==> src/sv/lesc_pkg.sv <==
// Shared types, codes and defaults of the LOOK elevator scheduler.
package lesc_pkg;

	localparam int DEF_STOP_DEPTH = 16;
	localparam int DEF_FLOOR_BITS = 6;
	localparam int DEF_TAG_BITS   = 8;

	localparam int KIND_W     = 3;
	localparam int DIR_W      = 2;
	localparam int STAT_W     = 3;
	localparam int LOAD_W     = 6;
	localparam int LFSR_W     = 16;
	localparam int CFG_IDX_W  = 2;
	localparam int CFG_DATA_W = 16;

	localparam logic [LFSR_W-1:0] LFSR_TAPS = 16'hB400;
	localparam logic [LFSR_W-1:0] LFSR_ONE  = 16'h0001;

	typedef enum logic [KIND_W-1:0] {
		KIND_ACCEPT  = 3'd0,
		KIND_REJECT  = 3'd1,
		KIND_FULL    = 3'd2,
		KIND_SUM     = 3'd3,
		KIND_PICKUP  = 3'd4,
		KIND_DROPOFF = 3'd5
	} kind_t;

	typedef enum logic [DIR_W-1:0] {
		DIR_IDLE = 2'd0,
		DIR_UP   = 2'd1,
		DIR_DOWN = 2'd2
	} dir_t;

	typedef enum logic [STAT_W-1:0] {
		ST_IDLE    = 3'd0,
		ST_UP      = 3'd1,
		ST_DOWN    = 3'd2,
		ST_PICKUP  = 3'd3,
		ST_DROPOFF = 3'd4
	} stat_t;

	typedef enum logic [CFG_IDX_W-1:0] {
		CFG_GROUND = 2'd0,
		CFG_TOP    = 2'd1,
		CFG_SEED   = 2'd2
	} cfg_t;

	typedef struct packed {
		logic latch;
		logic call;
		logic tick;
		logic scan;
		logic move;
		logic serve_step;
		logic serve_end;
		logic pick;
		logic append;
		logic turn;
		logic sum;
	} cmd_t;

	typedef struct packed {
		logic both_empty;
		logic rev_idle;
		logic scan_done;
		logic serve_done;
		logic sv_keep;
		logic sv_pick;
		logic sv_drop;
		logic div_done;
		logic append_done;
		logic out_free;
	} dp_stat_t;

endpackage

==> src/sv/lesc_call_if.sv <==
// Input channel: hall calls and scheduling ticks.
interface lesc_call_if #(
	parameter int FLOOR_BITS = 6,
	parameter int TAG_BITS   = 8
);
	logic                  valid;
	logic                  ready;
	logic                  mode;
	logic [FLOOR_BITS-1:0] call_floor;
	logic [1:0]            call_direction;
	logic [TAG_BITS-1:0]   call_tag;

	modport source (output valid, mode, call_floor, call_direction, call_tag, input ready);
	modport sink   (input valid, mode, call_floor, call_direction, call_tag, output ready);
endinterface

==> src/sv/lesc_res_if.sv <==
// Output channel: scheduler events.
interface lesc_res_if #(
	parameter int FLOOR_BITS = 6,
	parameter int TAG_BITS   = 8
);
	logic                  valid;
	logic                  ready;
	logic [2:0]            kind;
	logic [FLOOR_BITS-1:0] at_floor;
	logic [1:0]            moving_dir;
	logic [2:0]            car_status;
	logic [5:0]            load;
	logic [TAG_BITS-1:0]   event_tag;
	logic [FLOOR_BITS-1:0] dest_floor;
	logic                  last;

	modport source (output valid, kind, at_floor, moving_dir, car_status, load, event_tag,
		dest_floor, last, input ready);
	modport sink   (input valid, kind, at_floor, moving_dir, car_status, load, event_tag,
		dest_floor, last, output ready);
endinterface

==> src/sv/lesc_ctrl.sv <==
// Sequencer of the scheduler: steps the datapath through a call or a tick.
module lesc_ctrl import lesc_pkg::*; (
	input  logic     clk,
	input  logic     arst_n,
	input  logic     in_valid,
	input  logic     in_mode,
	output logic     in_ready,
	output cmd_t     cmd,
	input  dp_stat_t stat
);

	typedef enum logic [10:0] {
		S_IDLE   = 11'b000_0000_0001,
		S_CALL   = 11'b000_0000_0010,
		S_TICK   = 11'b000_0000_0100,
		S_SCAN   = 11'b000_0000_1000,
		S_MOVE   = 11'b000_0001_0000,
		S_SERVE  = 11'b000_0010_0000,
		S_DIV    = 11'b000_0100_0000,
		S_PICK   = 11'b000_1000_0000,
		S_APPEND = 11'b001_0000_0000,
		S_TURN   = 11'b010_0000_0000,
		S_SUM    = 11'b100_0000_0000
	} state_t;

	state_t state_q, state_d;

	assign in_ready = (state_q == S_IDLE);

	always_comb begin
		state_d = state_q;
		cmd     = '0;
		unique case (state_q)
			S_IDLE: begin
				if (in_valid) begin
					cmd.latch = 1'b1;
					state_d   = in_mode ? S_TICK : S_CALL;
				end
			end
			S_CALL: begin
				if (stat.out_free) begin
					cmd.call = 1'b1;
					state_d  = S_IDLE;
				end
			end
			S_TICK: begin
				if (stat.both_empty) begin
					state_d = S_SUM;
				end else begin
					cmd.tick = 1'b1;
					state_d  = stat.rev_idle ? S_SCAN : S_MOVE;
				end
			end
			S_SCAN: begin
				cmd.scan = 1'b1;
				if (stat.scan_done) state_d = S_MOVE;
			end
			S_MOVE: begin
				cmd.move = 1'b1;
				state_d  = S_SERVE;
			end
			S_SERVE: begin
				priority if (stat.serve_done) begin
					cmd.serve_end = 1'b1;
					state_d       = S_APPEND;
				end else if (stat.sv_pick) begin
					cmd.serve_step = 1'b1;
					state_d        = S_DIV;
				end else if (stat.sv_keep || (stat.sv_drop && stat.out_free)) begin
					cmd.serve_step = 1'b1;
				end
			end
			S_DIV: begin
				if (stat.div_done) state_d = S_PICK;
			end
			S_PICK: begin
				if (stat.out_free) begin
					cmd.pick = 1'b1;
					state_d  = S_SERVE;
				end
			end
			S_APPEND: begin
				if (stat.append_done) state_d = S_TURN;
				else cmd.append = 1'b1;
			end
			S_TURN: begin
				cmd.turn = 1'b1;
				state_d  = S_SUM;
			end
			S_SUM: begin
				if (stat.out_free) begin
					cmd.sum = 1'b1;
					state_d = S_IDLE;
				end
			end
			default: state_d = S_IDLE;
		endcase
	end

	always_ff @(posedge clk or negedge arst_n) begin
		if (!arst_n) state_q <= S_IDLE;
		else state_q <= state_d;
	end

endmodule

==> src/sv/lesc_mod.sv <==
// Bit-serial remainder unit: one dividend bit per cycle.
module lesc_mod import lesc_pkg::*; #(
	parameter int SW = DEF_FLOOR_BITS
) (
	input  logic              clk,
	input  logic              arst_n,
	input  logic              start,
	input  logic [LFSR_W-1:0] dividend,
	input  logic [SW-1:0]     divisor,
	output logic              done,
	output logic [SW-1:0]     rem
);

	localparam int CW = $clog2(LFSR_W);

	logic              busy_q;
	logic [CW-1:0]     cnt_q;
	logic [LFSR_W-1:0] num_q;
	logic [SW-1:0]     rem_q;
	logic [SW-1:0]     div_q;
	logic [SW:0]       trial;
	logic [SW-1:0]     rem_nx;

	assign trial  = {rem_q, num_q[LFSR_W-1]};
	assign rem_nx = (trial >= {1'b0, div_q}) ? SW'(trial - {1'b0, div_q}) : trial[SW-1:0];
	assign done   = !busy_q;
	assign rem    = rem_q;

	always_ff @(posedge clk or negedge arst_n) begin
		if (!arst_n) begin
			busy_q <= 1'b0;
			cnt_q  <= '0;
		end else if (start) begin
			busy_q <= 1'b1;
			cnt_q  <= '0;
		end else if (busy_q) begin
			cnt_q <= cnt_q + 1'b1;
			if (cnt_q == CW'(LFSR_W - 1)) busy_q <= 1'b0;
		end
	end

	always_ff @(posedge clk) begin
		if (start) begin
			num_q <= dividend;
			div_q <= divisor;
			rem_q <= '0;
		end else if (busy_q) begin
			num_q <= {num_q[LFSR_W-2:0], 1'b0};
			rem_q <= rem_nx;
		end
	end

endmodule

==> src/sv/lesc_dp.sv <==
// Datapath of the scheduler: stop lists, car state, LFSR and result register.
module lesc_dp import lesc_pkg::*; #(
	parameter int STOP_DEPTH = DEF_STOP_DEPTH,
	parameter int FLOOR_BITS = DEF_FLOOR_BITS,
	parameter int TAG_BITS   = DEF_TAG_BITS
) (
	input  logic                  clk,
	input  logic                  arst_n,
	input  logic                  cfg_we,
	input  logic [CFG_IDX_W-1:0]  cfg_idx,
	input  logic [CFG_DATA_W-1:0] cfg_data,
	input  logic [FLOOR_BITS-1:0] call_floor,
	input  logic [1:0]            call_direction,
	input  logic [TAG_BITS-1:0]   call_tag,
	input  cmd_t                  cmd,
	output dp_stat_t              stat,
	input  logic                  out_ready,
	output logic                  out_valid,
	output logic [KIND_W-1:0]     kind,
	output logic [FLOOR_BITS-1:0] at_floor,
	output logic [DIR_W-1:0]      moving_dir,
	output logic [STAT_W-1:0]     car_status,
	output logic [LOAD_W-1:0]     load,
	output logic [TAG_BITS-1:0]   event_tag,
	output logic [FLOOR_BITS-1:0] dest_floor,
	output logic                  last
);

	localparam int IDX_W = $clog2(STOP_DEPTH);
	localparam int CNT_W = $clog2(STOP_DEPTH + 1);

	typedef struct packed {
		logic [FLOOR_BITS-1:0] floor;
		logic                  pickup;
		logic                  want_up;
		logic [TAG_BITS-1:0]   tag;
	} stop_t;

	// configuration and car state
	logic [FLOOR_BITS-1:0] gnd_q, top_q, car_q;
	dir_t                  dir_q;
	stat_t                 status_q;
	logic [LOAD_W-1:0]     onboard_q;
	logic [LFSR_W-1:0]     lfsr_q;

	// latched call
	logic [FLOOR_BITS-1:0] c_floor_q;
	logic [1:0]            c_dir_q;
	logic [TAG_BITS-1:0]   c_tag_q;

	// lists and sweep bookkeeping
	stop_t            up_q [STOP_DEPTH];
	stop_t            dn_q [STOP_DEPTH];
	stop_t            pend_q [STOP_DEPTH];
	logic [CNT_W-1:0] up_n_q, dn_n_q, idx_q, nk_q, npu_q, npd_q, npend_q, pidx_q;
	logic             sel_up_q;
	logic [FLOOR_BITS-1:0] umin_q, umax_q, dmin_q, dmax_q;
	logic             uminf_q, dmaxf_q;

	// output register
	logic                  ov_q;
	kind_t                 o_kind_q;
	logic [FLOOR_BITS-1:0] o_floor_q, o_dest_q;
	dir_t                  o_dir_q;
	stat_t                 o_stat_q;
	logic [LOAD_W-1:0]     o_load_q;
	logic [TAG_BITS-1:0]   o_tag_q;
	logic                  o_last_q;

	// combinational
	stop_t                 e, p;
	logic [IDX_W-1:0]      ix;
	logic [CNT_W-1:0]      sel_n, oth_n, pend_oth;
	logic                  rd_ok, at_stop, dup, same, blocked;
	dir_t                  dir1, dir2, dir_mv, dir_init;
	logic [FLOOR_BITS-1:0] car_mv, nu, nd, du, dd, span, target, rem;
	stat_t                 st_mv;
	logic                  call_bad, call_up, call_full, out_free, div_done, div_start;
	logic [LFSR_W-1:0]     lfsr_nx;
	logic [LOAD_W-1:0]     onboard_d;
	logic                  em;
	kind_t                 em_kind;
	stat_t                 em_stat;
	logic [TAG_BITS-1:0]   em_tag;
	logic [FLOOR_BITS-1:0] em_dest;

	assign ix    = idx_q[IDX_W-1:0];
	assign e     = sel_up_q ? up_q[ix] : dn_q[ix];
	assign p     = pend_q[pidx_q[IDX_W-1:0]];
	assign sel_n = sel_up_q ? up_n_q : dn_n_q;
	assign oth_n = sel_up_q ? dn_n_q : up_n_q;
	assign rd_ok = idx_q < sel_n;

	// serve decision for the entry under the index
	assign at_stop  = e.floor == car_q;
	assign dup      = e.want_up && (top_q > car_q);
	assign same     = dup == sel_up_q;
	assign pend_oth = dup ? npu_q : npd_q;
	assign blocked  = !same && ({1'b0, oth_n} + {1'b0, pend_oth} >= (CNT_W + 1)'(STOP_DEPTH));
	assign span     = e.want_up ? FLOOR_BITS'(top_q - car_q) : FLOOR_BITS'(car_q - gnd_q);
	assign lfsr_nx  = (lfsr_q >> 1) ^ (lfsr_q[0] ? LFSR_TAPS : '0);
	assign div_start = cmd.serve_step && stat.sv_pick;

	always_comb begin
		if (e.want_up) target = (top_q > car_q) ? FLOOR_BITS'(car_q + rem + 1'b1) : car_q;
		else target = (car_q > gnd_q) ? FLOOR_BITS'(gnd_q + rem) : car_q;
	end

	lesc_mod #(.SW(FLOOR_BITS)) u_mod (
		.clk(clk), .arst_n(arst_n), .start(div_start), .dividend(lfsr_nx),
		.divisor(span), .done(div_done), .rem(rem)
	);

	// boundary reversal at the start of a tick
	always_comb begin
		dir1 = (car_q >= top_q && dir_q == DIR_UP) ? DIR_DOWN : dir_q;
		dir2 = (car_q <= gnd_q && dir1 == DIR_DOWN) ? DIR_UP : dir1;
	end

	// nearest-stop choice from idle
	always_comb begin
		nu = uminf_q ? umin_q : umax_q;
		nd = dmaxf_q ? dmax_q : dmin_q;
		du = (nu >= car_q) ? FLOOR_BITS'(nu - car_q) : FLOOR_BITS'(car_q - nu);
		dd = (nd >= car_q) ? FLOOR_BITS'(nd - car_q) : FLOOR_BITS'(car_q - nd);
		priority if (up_n_q == '0 && dn_n_q == '0) dir_init = DIR_IDLE;
		else if (up_n_q == '0) dir_init = (nd > car_q) ? DIR_UP : DIR_DOWN;
		else if (dn_n_q == '0) dir_init = (nu > car_q) ? DIR_UP : DIR_DOWN;
		else dir_init = (du <= dd) ? DIR_UP : DIR_DOWN;
	end

	// one-floor move
	always_comb begin
		dir_mv = dir_q;
		car_mv = car_q;
		st_mv  = status_q;
		priority if (dir_q == DIR_UP && car_q >= top_q) dir_mv = DIR_IDLE;
		else if (dir_q == DIR_DOWN && car_q <= gnd_q) dir_mv = DIR_IDLE;
		else if (dir_q == DIR_UP) begin
			car_mv = car_q + 1'b1;
			st_mv  = ST_UP;
		end else if (dir_q == DIR_DOWN) begin
			car_mv = car_q - 1'b1;
			st_mv  = ST_DOWN;
		end
	end

	// hall call check
	always_comb begin
		call_bad  = c_floor_q < gnd_q || c_floor_q > top_q ||
			(c_dir_q != DIR_UP && c_dir_q != DIR_DOWN) ||
			(c_floor_q == top_q && c_dir_q == DIR_UP) ||
			(c_floor_q == gnd_q && c_dir_q == DIR_DOWN);
		call_up   = c_floor_q > car_q || (c_floor_q == car_q && c_dir_q == DIR_UP);
		call_full = (call_up ? up_n_q : dn_n_q) >= CNT_W'(STOP_DEPTH);
	end

	assign out_free = !ov_q || out_ready;

	always_comb begin
		stat.both_empty  = up_n_q == '0 && dn_n_q == '0;
		stat.rev_idle    = dir2 == DIR_IDLE;
		stat.scan_done   = !sel_up_q && !rd_ok;
		stat.serve_done  = !rd_ok;
		stat.sv_keep     = rd_ok && (!at_stop || (e.pickup && blocked));
		stat.sv_pick     = rd_ok && at_stop && e.pickup && !blocked;
		stat.sv_drop     = rd_ok && at_stop && !e.pickup;
		stat.div_done    = div_done;
		stat.append_done = pidx_q >= npend_q;
		stat.out_free    = out_free;
	end

	// result selection
	always_comb begin
		em        = 1'b0;
		em_kind   = KIND_SUM;
		em_stat   = status_q;
		em_tag    = '0;
		em_dest   = '0;
		onboard_d = onboard_q;
		if (cmd.call) begin
			em     = 1'b1;
			em_tag = c_tag_q;
			priority if (call_bad) em_kind = KIND_REJECT;
			else if (call_full) em_kind = KIND_FULL;
			else em_kind = KIND_ACCEPT;
		end else if (cmd.serve_step && stat.sv_drop) begin
			em        = 1'b1;
			em_kind   = KIND_DROPOFF;
			em_stat   = ST_DROPOFF;
			em_tag    = e.tag;
			onboard_d = (onboard_q != '0) ? onboard_q - 1'b1 : onboard_q;
		end else if (cmd.pick) begin
			em        = 1'b1;
			em_kind   = KIND_PICKUP;
			em_stat   = ST_PICKUP;
			em_tag    = e.tag;
			em_dest   = target;
			onboard_d = (onboard_q != '1) ? onboard_q + 1'b1 : onboard_q;
		end else if (cmd.sum) begin
			em = 1'b1;
		end
	end

	always_ff @(posedge clk or negedge arst_n) begin
		if (!arst_n) begin
			gnd_q     <= FLOOR_BITS'(1);
			top_q     <= FLOOR_BITS'(10);
			lfsr_q    <= LFSR_ONE;
			car_q     <= FLOOR_BITS'(1);
			dir_q     <= DIR_IDLE;
			status_q  <= ST_IDLE;
			onboard_q <= '0;
			up_n_q    <= '0;
			dn_n_q    <= '0;
			idx_q     <= '0;
			nk_q      <= '0;
			npu_q     <= '0;
			npd_q     <= '0;
			npend_q   <= '0;
			pidx_q    <= '0;
			sel_up_q  <= 1'b0;
			uminf_q   <= 1'b0;
			dmaxf_q   <= 1'b0;
			ov_q      <= 1'b0;
		end else begin
			if (cfg_we) begin
				unique case (cfg_idx)
					CFG_GROUND: gnd_q <= cfg_data[FLOOR_BITS-1:0];
					CFG_TOP:    top_q <= cfg_data[FLOOR_BITS-1:0];
					CFG_SEED:   lfsr_q <= (cfg_data == '0) ? LFSR_ONE : cfg_data;
					default:    ;
				endcase
			end
			onboard_q <= onboard_d;
			if (em) ov_q <= 1'b1;
			else if (out_ready) ov_q <= 1'b0;

			if (cmd.call && !call_bad && !call_full) begin
				if (call_up) up_n_q <= up_n_q + 1'b1;
				else dn_n_q <= dn_n_q + 1'b1;
			end
			if (cmd.tick) begin
				dir_q    <= dir2;
				sel_up_q <= 1'b1;
				idx_q    <= '0;
				uminf_q  <= 1'b0;
				dmaxf_q  <= 1'b0;
			end
			if (cmd.scan) begin
				if (rd_ok) begin
					idx_q <= idx_q + 1'b1;
					if (sel_up_q && e.floor >= car_q && (!uminf_q || e.floor < umin_q))
						uminf_q <= 1'b1;
					if (!sel_up_q && e.floor <= car_q && (!dmaxf_q || e.floor > dmax_q))
						dmaxf_q <= 1'b1;
				end else if (sel_up_q) begin
					sel_up_q <= 1'b0;
					idx_q    <= '0;
				end else begin
					dir_q <= dir_init;
				end
			end
			if (cmd.move) begin
				car_q    <= car_mv;
				dir_q    <= dir_mv;
				status_q <= st_mv;
				sel_up_q <= dir_mv == DIR_UP;
				idx_q    <= '0;
				nk_q     <= '0;
				npu_q    <= '0;
				npd_q    <= '0;
				npend_q  <= '0;
			end
			if (cmd.serve_step) begin
				if (stat.sv_keep) begin
					nk_q  <= nk_q + 1'b1;
					idx_q <= idx_q + 1'b1;
				end else if (stat.sv_drop) begin
					status_q <= ST_DROPOFF;
					idx_q    <= idx_q + 1'b1;
				end else begin
					lfsr_q <= lfsr_nx;
				end
			end
			if (cmd.pick) begin
				idx_q   <= idx_q + 1'b1;
				npend_q <= npend_q + 1'b1;
				if (dup) npu_q <= npu_q + 1'b1;
				else npd_q <= npd_q + 1'b1;
			end
			if (cmd.serve_end) begin
				if (sel_up_q) up_n_q <= nk_q;
				else dn_n_q <= nk_q;
				pidx_q <= '0;
			end
			if (cmd.append) begin
				pidx_q <= pidx_q + 1'b1;
				if (p.want_up && up_n_q < CNT_W'(STOP_DEPTH)) up_n_q <= up_n_q + 1'b1;
				if (!p.want_up && dn_n_q < CNT_W'(STOP_DEPTH)) dn_n_q <= dn_n_q + 1'b1;
			end
			if (cmd.turn && (dir_q == DIR_UP ? up_n_q : dn_n_q) == '0) begin
				if ((dir_q == DIR_UP ? dn_n_q : up_n_q) != '0) begin
					dir_q <= (dir_q == DIR_UP) ? DIR_DOWN : DIR_UP;
				end else begin
					dir_q    <= DIR_IDLE;
					status_q <= ST_IDLE;
				end
			end
		end
	end

	// payload storage, no reset
	always_ff @(posedge clk) begin
		if (cmd.latch) begin
			c_floor_q <= call_floor;
			c_dir_q   <= call_direction;
			c_tag_q   <= call_tag;
		end
		if (cmd.tick) begin
			umax_q <= '0;
			dmin_q <= '1;
		end
		if (cmd.scan && rd_ok) begin
			if (sel_up_q) begin
				if (e.floor >= car_q && (!uminf_q || e.floor < umin_q)) umin_q <= e.floor;
				if (e.floor > umax_q) umax_q <= e.floor;
			end else begin
				if (e.floor <= car_q && (!dmaxf_q || e.floor > dmax_q)) dmax_q <= e.floor;
				if (e.floor < dmin_q) dmin_q <= e.floor;
			end
		end
		if (cmd.call && !call_bad && !call_full) begin
			if (call_up) up_q[up_n_q[IDX_W-1:0]] <= {c_floor_q, 1'b1, c_dir_q == DIR_UP, c_tag_q};
			else dn_q[dn_n_q[IDX_W-1:0]] <= {c_floor_q, 1'b1, c_dir_q == DIR_UP, c_tag_q};
		end
		if (cmd.serve_step && stat.sv_keep) begin
			if (sel_up_q) up_q[nk_q[IDX_W-1:0]] <= e;
			else dn_q[nk_q[IDX_W-1:0]] <= e;
		end
		if (cmd.pick) pend_q[npend_q[IDX_W-1:0]] <= {target, 1'b0, dup, e.tag};
		if (cmd.append) begin
			if (p.want_up && up_n_q < CNT_W'(STOP_DEPTH)) up_q[up_n_q[IDX_W-1:0]] <= p;
			if (!p.want_up && dn_n_q < CNT_W'(STOP_DEPTH)) dn_q[dn_n_q[IDX_W-1:0]] <= p;
		end
		if (em) begin
			o_kind_q  <= em_kind;
			o_floor_q <= car_q;
			o_dir_q   <= dir_q;
			o_stat_q  <= em_stat;
			o_load_q  <= onboard_d;
			o_tag_q   <= em_tag;
			o_dest_q  <= em_dest;
			o_last_q  <= cmd.call || cmd.sum;
		end
	end

	assign out_valid  = ov_q;
	assign kind       = o_kind_q;
	assign at_floor   = o_floor_q;
	assign moving_dir = o_dir_q;
	assign car_status = o_stat_q;
	assign load       = o_load_q;
	assign event_tag  = o_tag_q;
	assign dest_floor = o_dest_q;
	assign last       = o_last_q;

endmodule

==> src/sv/look_elevator_scheduler_core.sv <==
// LOOK elevator scheduler, top level; one item in flight, results via a one-item register.
// Hall call: one result, registered in S_CALL once the result register is free.
// Tick: reversal, a scan of both lists (from idle only), a one-floor move, a serve step
//   per stop in the active list, a remainder wait and emit per pickup, an append per new
//   drop-off, turn and summary; only the summary if both lists are empty; stalls hold emits.
// Reset (async, low): lists empty, car idle at floor 1, load 0, LFSR 1, floors 1..10.
module look_elevator_scheduler_core import lesc_pkg::*; #(
	parameter int STOP_DEPTH = DEF_STOP_DEPTH,
	parameter int FLOOR_BITS = DEF_FLOOR_BITS,
	parameter int TAG_BITS   = DEF_TAG_BITS
) (
	input  logic                  clk,
	input  logic                  arst_n,
	input  logic                  cfg_we,
	input  logic [CFG_IDX_W-1:0]  cfg_idx,
	input  logic [CFG_DATA_W-1:0] cfg_data,
	lesc_call_if.sink             req,
	lesc_res_if.source            rsp
);

	cmd_t     cmd;
	dp_stat_t stat;

	// the sequencer owns the input handshake; mode picks call or tick
	lesc_ctrl u_ctrl (
		.clk(clk), .arst_n(arst_n),
		.in_valid(req.valid), .in_mode(req.mode), .in_ready(req.ready),
		.cmd(cmd), .stat(stat)
	);

	// lists, car state, LFSR and the result register
	lesc_dp #(
		.STOP_DEPTH(STOP_DEPTH), .FLOOR_BITS(FLOOR_BITS), .TAG_BITS(TAG_BITS)
	) u_dp (
		.clk(clk), .arst_n(arst_n),
		.cfg_we(cfg_we), .cfg_idx(cfg_idx), .cfg_data(cfg_data),
		.call_floor(req.call_floor), .call_direction(req.call_direction),
		.call_tag(req.call_tag),
		.cmd(cmd), .stat(stat),
		.out_ready(rsp.ready), .out_valid(rsp.valid),
		.kind(rsp.kind), .at_floor(rsp.at_floor), .moving_dir(rsp.moving_dir),
		.car_status(rsp.car_status), .load(rsp.load), .event_tag(rsp.event_tag),
		.dest_floor(rsp.dest_floor), .last(rsp.last)
	);

endmodule

==> src/flat_wrapper.sv <==
// flat-port wrapper written by rule: the top's interface ports become plain ports
module look_elevator_scheduler_core_flat import lesc_pkg::*;
#(
	parameter int STOP_DEPTH = DEF_STOP_DEPTH,
	parameter int FLOOR_BITS = DEF_FLOOR_BITS,
	parameter int TAG_BITS   = DEF_TAG_BITS
)
  (clk, arst_n, cfg_we, cfg_idx, cfg_data, req_valid, req_mode, req_call_floor, req_call_direction, req_call_tag, req_ready, rsp_valid, rsp_kind, rsp_at_floor, rsp_moving_dir, rsp_car_status, rsp_load, rsp_event_tag, rsp_dest_floor, rsp_last, rsp_ready);
  lesc_call_if #(.FLOOR_BITS(FLOOR_BITS), .TAG_BITS(TAG_BITS)) req_i ();
  lesc_res_if #(.FLOOR_BITS(FLOOR_BITS), .TAG_BITS(TAG_BITS)) rsp_i ();
  input  logic clk;
  input  logic arst_n;
  input  logic cfg_we;
  input  logic [CFG_IDX_W-1:0] cfg_idx;
  input  logic [CFG_DATA_W-1:0] cfg_data;
  input wire logic [$bits(req_i.valid)-1:0] req_valid;
  input wire logic [$bits(req_i.mode)-1:0] req_mode;
  input wire logic [$bits(req_i.call_floor)-1:0] req_call_floor;
  input wire logic [$bits(req_i.call_direction)-1:0] req_call_direction;
  input wire logic [$bits(req_i.call_tag)-1:0] req_call_tag;
  output wire logic [$bits(req_i.ready)-1:0] req_ready;
  output wire logic [$bits(rsp_i.valid)-1:0] rsp_valid;
  output wire logic [$bits(rsp_i.kind)-1:0] rsp_kind;
  output wire logic [$bits(rsp_i.at_floor)-1:0] rsp_at_floor;
  output wire logic [$bits(rsp_i.moving_dir)-1:0] rsp_moving_dir;
  output wire logic [$bits(rsp_i.car_status)-1:0] rsp_car_status;
  output wire logic [$bits(rsp_i.load)-1:0] rsp_load;
  output wire logic [$bits(rsp_i.event_tag)-1:0] rsp_event_tag;
  output wire logic [$bits(rsp_i.dest_floor)-1:0] rsp_dest_floor;
  output wire logic [$bits(rsp_i.last)-1:0] rsp_last;
  input wire logic [$bits(rsp_i.ready)-1:0] rsp_ready;
  assign req_i.valid = req_valid;
  assign req_i.mode = req_mode;
  assign req_i.call_floor = req_call_floor;
  assign req_i.call_direction = req_call_direction;
  assign req_i.call_tag = req_call_tag;
  assign req_ready = req_i.ready;
  assign rsp_valid = rsp_i.valid;
  assign rsp_kind = rsp_i.kind;
  assign rsp_at_floor = rsp_i.at_floor;
  assign rsp_moving_dir = rsp_i.moving_dir;
  assign rsp_car_status = rsp_i.car_status;
  assign rsp_load = rsp_i.load;
  assign rsp_event_tag = rsp_i.event_tag;
  assign rsp_dest_floor = rsp_i.dest_floor;
  assign rsp_last = rsp_i.last;
  assign rsp_i.ready = rsp_ready;
  look_elevator_scheduler_core #(.STOP_DEPTH(STOP_DEPTH), .FLOOR_BITS(FLOOR_BITS), .TAG_BITS(TAG_BITS)) u_core (.clk(clk), .arst_n(arst_n), .cfg_we(cfg_we), .cfg_idx(cfg_idx), .cfg_data(cfg_data), .req(req_i), .rsp(rsp_i));
endmodule
==> config.mk <==
export PLATFORM = sky130hd
export DESIGN_NAME = look_elevator_scheduler_core_flat
export DESIGN_NICKNAME = d
export VERILOG_FILES = /design/src/sv/lesc_pkg.sv /design/src/sv/lesc_call_if.sv /design/src/sv/lesc_res_if.sv /design/src/sv/lesc_ctrl.sv /design/src/sv/lesc_mod.sv /design/src/sv/lesc_dp.sv /design/src/sv/look_elevator_scheduler_core.sv /design/src/flat_wrapper.sv
export SDC_FILE = /design/constraint.sdc
export NUM_CORES = 1
export LEC_CHECK = 0
export BUFFER_PORTS_ARGS = -buffer_cell sky130_fd_sc_hd__buf_4
export CORE_MARGIN = 5
export CORE_UTILIZATION = 40
export DETAILED_ROUTE_END_ITERATION = 16
export MAX_ROUTING_LAYER = met4
export SYNTH_ARGS = -nofsm -noshare
export SYNTH_HDL_FRONTEND = slang
export SYNTH_SLANG_ARGS = --single-unit
==> constraint.sdc <==
create_clock -name clk -period 7.03 [get_ports clk]
set_clock_uncertainty 0.15 [all_clocks]
set_input_delay 0.703 -clock clk [delete_from_list [all_inputs] [get_ports clk]]
set_output_delay 0.703 -clock clk [all_outputs]
set_load 0.05 [all_outputs]
==> impl_metrics.prom <==
# TYPE chip_impl_metric gauge
chip_impl_info{name="outcome",value="completed"} 1
chip_impl_metric{name="route.detailed.vias_per_inst",unit=""} 5.75
chip_impl_metric{name="detailedRoute.firstPassIterationCount",unit=""} 6
chip_impl_metric{name="buffer_ports.inserted",unit=""} 76
chip_impl_metric{name="finalWeightedCongestion",unit=""} 0.894
chip_impl_metric{name="first_iter_violations",unit=""} 2495
chip_impl_info{name="mostFrequentLayoutCell",value="edfxtp_1"} 1
chip_impl_info{name="netlist_top_cells_area",value="edfxtp_1, mux4_2, dfrtp_1"} 1
chip_impl_metric{name="vias_in_the_first_global_route",unit=""} 26459
chip_impl_metric{name="post_cts_resized",unit=""} 0
chip_impl_metric{name="total_power",unit="W"} 0.0167
chip_impl_info{name="critPathSlowestCell",value="dfrtp_1"} 1
chip_impl_metric{name="cts_setup_buffers",unit=""} 0
chip_impl_metric{name="cp_num_cells",unit=""} 18
chip_impl_info{name="endpoint_class_of_the_critical_path",value="flop"} 1
chip_impl_info{name="setup.worst_path.start",value="u_core.u_dp.car_q[2]"} 1
chip_impl_metric{name="dpl.hpwl",unit="mm"} 74.5
chip_impl_metric{name="synth_cell_type_count",unit=""} 83
chip_impl_info{name="netlist.top_cell.by_area",value="edfxtp_1"} 1
chip_impl_metric{name="grtUsageTotal",unit="%"} 20.3
chip_impl_metric{name="start_util",unit="%"} 40.3
chip_impl_metric{name="synth_seq_cells",unit=""} 960
chip_impl_metric{name="achievable-frequency",unit="GHz"} 0.172
chip_impl_metric{name="synth_async_sr_flop_share",unit="%"} 10.9
chip_impl_metric{name="core.rowCount",unit=""} 120
chip_impl_metric{name="grt_pass1_wl",unit="mm"} 172
chip_impl_metric{name="multi_input_comb_area",unit="µm²"} 14500
chip_impl_metric{name="final_nets",unit=""} 3189
chip_impl_info{name="timing.rr.start",value="u_core.u_dp.car_q[2]"} 1
chip_impl_metric{name="initial_antenna_violation_count",unit=""} 0
chip_impl_metric{name="leakagePower",unit="nW"} 17.4
chip_impl_metric{name="setup_tns",unit="ps"} 0
chip_impl_metric{name="placeableCoreArea",unit="µm²"} 107000
chip_impl_metric{name="clk_transition_reported_paths",unit="ps"} 60
chip_impl_info{name="crit_chain",value="inv_1, ha_1, nor2b_1, o21a_1, o21ai_0, a21o_1, buf_4, nor2_2, mux2_2, ha_1, nor3_1, nand2_1, or4_4, a41oi_2, nor2_4, nand2_2, buf_4, o21a_1"} 1
chip_impl_info{name="worst_setup_start_kind",value="flop"} 1
chip_impl_metric{name="hold_ws",unit="ps"} 88.8
chip_impl_info{name="crit_family",value="compound AO/OA/AOI/OAI gates"} 1
chip_impl_metric{name="timing.final.max_slew_violations",unit=""} 0
chip_impl_metric{name="synth_nets",unit=""} 3009
chip_impl_metric{name="antennaDiodeCount",unit=""} 0
chip_impl_metric{name="final_period_demand_of_the_worst_path",unit="ps"} 5810
chip_impl_metric{name="post_synth_inst_count",unit=""} 2818
chip_impl_info{name="worst_r2r_end",value="u_core.u_dp.dn_q[14][9]"} 1
chip_impl_metric{name="timing.max_slew.rel_slack",unit="%"} 13.6
chip_impl_metric{name="avgSynthCellArea",unit="µm²"} 15.3
chip_impl_metric{name="h_tree_depth",unit=""} 3
chip_impl_metric{name="postRouteAntennaNets",unit=""} 0
chip_impl_metric{name="cts_num_sinks",unit=""} 960
chip_impl_metric{name="cp_slowest_stage_delay",unit="ps"} 660
chip_impl_metric{name="cp_max_fo",unit=""} 18
chip_impl_metric{name="edff_count_synth",unit=""} 837
chip_impl_info{name="final_cell_mix",value="edfxtp_1, nand2_1, buf_4"} 1
chip_impl_metric{name="pin_count",unit=""} 77
chip_impl_metric{name="r2r_slack",unit="ps"} 1220
chip_impl_metric{name="area_growth_synth_to_finish",unit="%"} 15.3
chip_impl_metric{name="finalWirelength",unit="mm"} 115
chip_impl_metric{name="yosys.area.top_type_share",unit="%"} 58.1
chip_impl_metric{name="timing.critical_path.required",unit="ps"} 7290
chip_impl_metric{name="worst_ir_drop_vdd",unit="µV"} 242
chip_impl_metric{name="final_layout_size_suffix_gt1_share",unit="%"} 19.9
chip_impl_info{name="setup.worst_path.class",value="reg2reg"} 1
chip_impl_metric{name="grt_max_degree",unit=""} 68
chip_impl_info{name="holdCritPathClass",value="in2reg"} 1
chip_impl_metric{name="number_of_synthesis_warnings",unit=""} 0
chip_impl_metric{name="netlist_area",unit="µm²"} 43200
chip_impl_metric{name="sequential_to_total_area_share_from_yosys_stat",unit="%"} 65.1
chip_impl_metric{name="final_routed_drc_violation_total",unit=""} 0
chip_impl_metric{name="worstSkewPairLatency",unit="ps"} 710
chip_impl_metric{name="die_width",unit="µm"} 339
chip_impl_info{name="crit_path_end",value="u_core.u_dp.dn_q[14][9]"} 1
chip_impl_metric{name="timing.reg2reg.worst_path_depth",unit=""} 18
chip_impl_metric{name="dieArea",unit="µm²"} 115000
chip_impl_metric{name="path_buf_inv",unit=""} 3
chip_impl_metric{name="critPathArrivalTime",unit="ps"} 6070
chip_impl_metric{name="setup-violations-final",unit=""} 0
chip_impl_info{name="rsz0062_at_grt",value="no"} 1
chip_impl_metric{name="cellPowerDensity",unit="nW/µm²"} 335
chip_impl_metric{name="max-cap-violations",unit=""} 0
chip_impl_metric{name="clock_path_buffers",unit=""} 3
chip_impl_metric{name="die_height",unit="µm"} 339
chip_impl_metric{name="ff_latch_area",unit="µm²"} 28100
chip_impl_info{name="cts_tree",value="built"} 1
chip_impl_metric{name="wl_per_cell",unit="µm"} 25.5
chip_impl_info{name="clock_tree.root_cell",value="clkbuf_16"} 1
chip_impl_metric{name="hold_buffers",unit=""} 17
chip_impl_metric{name="route.vias.total",unit=""} 25798
chip_impl_info{name="synth_flop_cell",value="edfxtp_1"} 1
chip_impl_metric{name="min_period_over_period",unit="%"} 82.7
chip_impl_metric{name="gr-total-overflow",unit=""} 0
chip_impl_metric{name="cts-buffers-inserted",unit=""} 102
chip_impl_metric{name="hold_violations",unit=""} 0
chip_impl_metric{name="num-fill-cells",unit=""} 9182
chip_impl_metric{name="worst_slew_pin_slew",unit="ps"} 1290
-- report_power, final --
group,internal (W),leakage (nW),switching [W]
combinational,0.00161,6.75,0.00266
clock,0.00298,1.60,0.00225
sequential,0.00691,9.07,0.000312
-- Yosys cell counts, types with 38 or more instances --
master,instances
inv_1,132
nand3_1,47
nand2_1,222
nor2_1,119
edfxtp_1,837
nor3_1,38
dfrtp_1,99
mux4_2,181
a21oi_1,83
clkbuf_1,81
mux2i_1,155
o21ai_0,134
ha_1,141
-- area by class of cell --
class                   count  area share (%)
well taps                1403            3.52
repair buffers            206            3.24
clock inverters            61            1.22
multi-input cells        1593            29.2
flip-flops and latches    960            56.5
inverters                 135            1.02
clock buffers             126            5.38
-- worst register-to-register path: cells and delay by family (launching register included) --
kind | cells | cell delay, ps
AND/OR/NAND/NOR | 7 | 1370
adder cells (fa/ha/maj) | 2 | 730
AO/OA/AOI/OAI | 5 | 1380
multiplexers | 1 | 370
buffers and inverters | 3 | 900
flip-flops | 1 | 660
-- routing by layer --
layer	GRT usage (%)	vias up	wire length (µm)
met5	-	-	0
met4	5.22	0	2780
met3	3.08	175	7190
met2	32.8	932	55700
met1	27.1	13312	48800
li1	-	11379	-
-- stage by stage --
| stage | instance area [µm²] | utilization, % | instances | setup slack [ps] |
|---|---|---|---|---|
| 3_5_place_dp | 46400 | 43.3 | 4279 | 844 |
| 6_report | 49800 | 46.5 | 4484 | 1220 |
| 3_3_place_gp | 46400 | 43.3 | 4279 | 1250 |
| 5_1_grt | 49800 | 46.5 | 4484 | 847 |
| 2_1_floorplan | 43200 | - | 2818 | 690 |
| 4_1_cts | 49800 | 46.5 | 4483 | 854 |
-- state kept, by name, indices dropped and copies added (netlist names), 8 cells and up --
name / flops
u_core.u_dp.dn_q: 256
u_core.u_dp.up_q: 256
u_core.u_dp.pend_q: 240
u_core.u_dp.lfsr_q: 16
u_core.u_dp.u_mod.num_q: 16
u_core.u_ctrl.state_q: 11
u_core.u_dp.c_tag_q: 8
u_core.u_dp.event_tag: 8
-- cell families after synthesis --
family | count (synthesis) | synth area share (%)
flops | 960 | 65.1
simple gates | 570 | 6.15
compound gates | 465 | 7.17
mux | 363 | 13.7
buf+inv | 265 | 2.47
fa+ha+maj | 151 | 4.54
xor+xnor | 44 | 0.891
-- how the worst min path moves through the flow --
| stage | start | endpoint | slack, ps | depth (start not counted) |
|---|---|---|---|---|
| 2_1_floorplan | arst_n | u_core.u_ctrl.state_q[10] | 260 | 0 |
| 3_3_place_gp | u_core.u_dp.umax_q[5] | u_core.u_dp.umax_q[5] | 320 | 2 |
| 3_5_place_dp | u_core.u_dp.umax_q[4] | u_core.u_dp.umax_q[4] | 320 | 2 |
| 4_1_cts | req_call_floor[3] | u_core.u_dp.c_floor_q[3] | 50 | 1 |
| 5_1_grt | req_call_floor[3] | u_core.u_dp.c_floor_q[3] | 60 | 1 |
| 6_report | req_call_floor[3] | u_core.u_dp.c_floor_q[3] | 90 | 1 |
No activity file was read; power rests on OpenSTA's default activity.
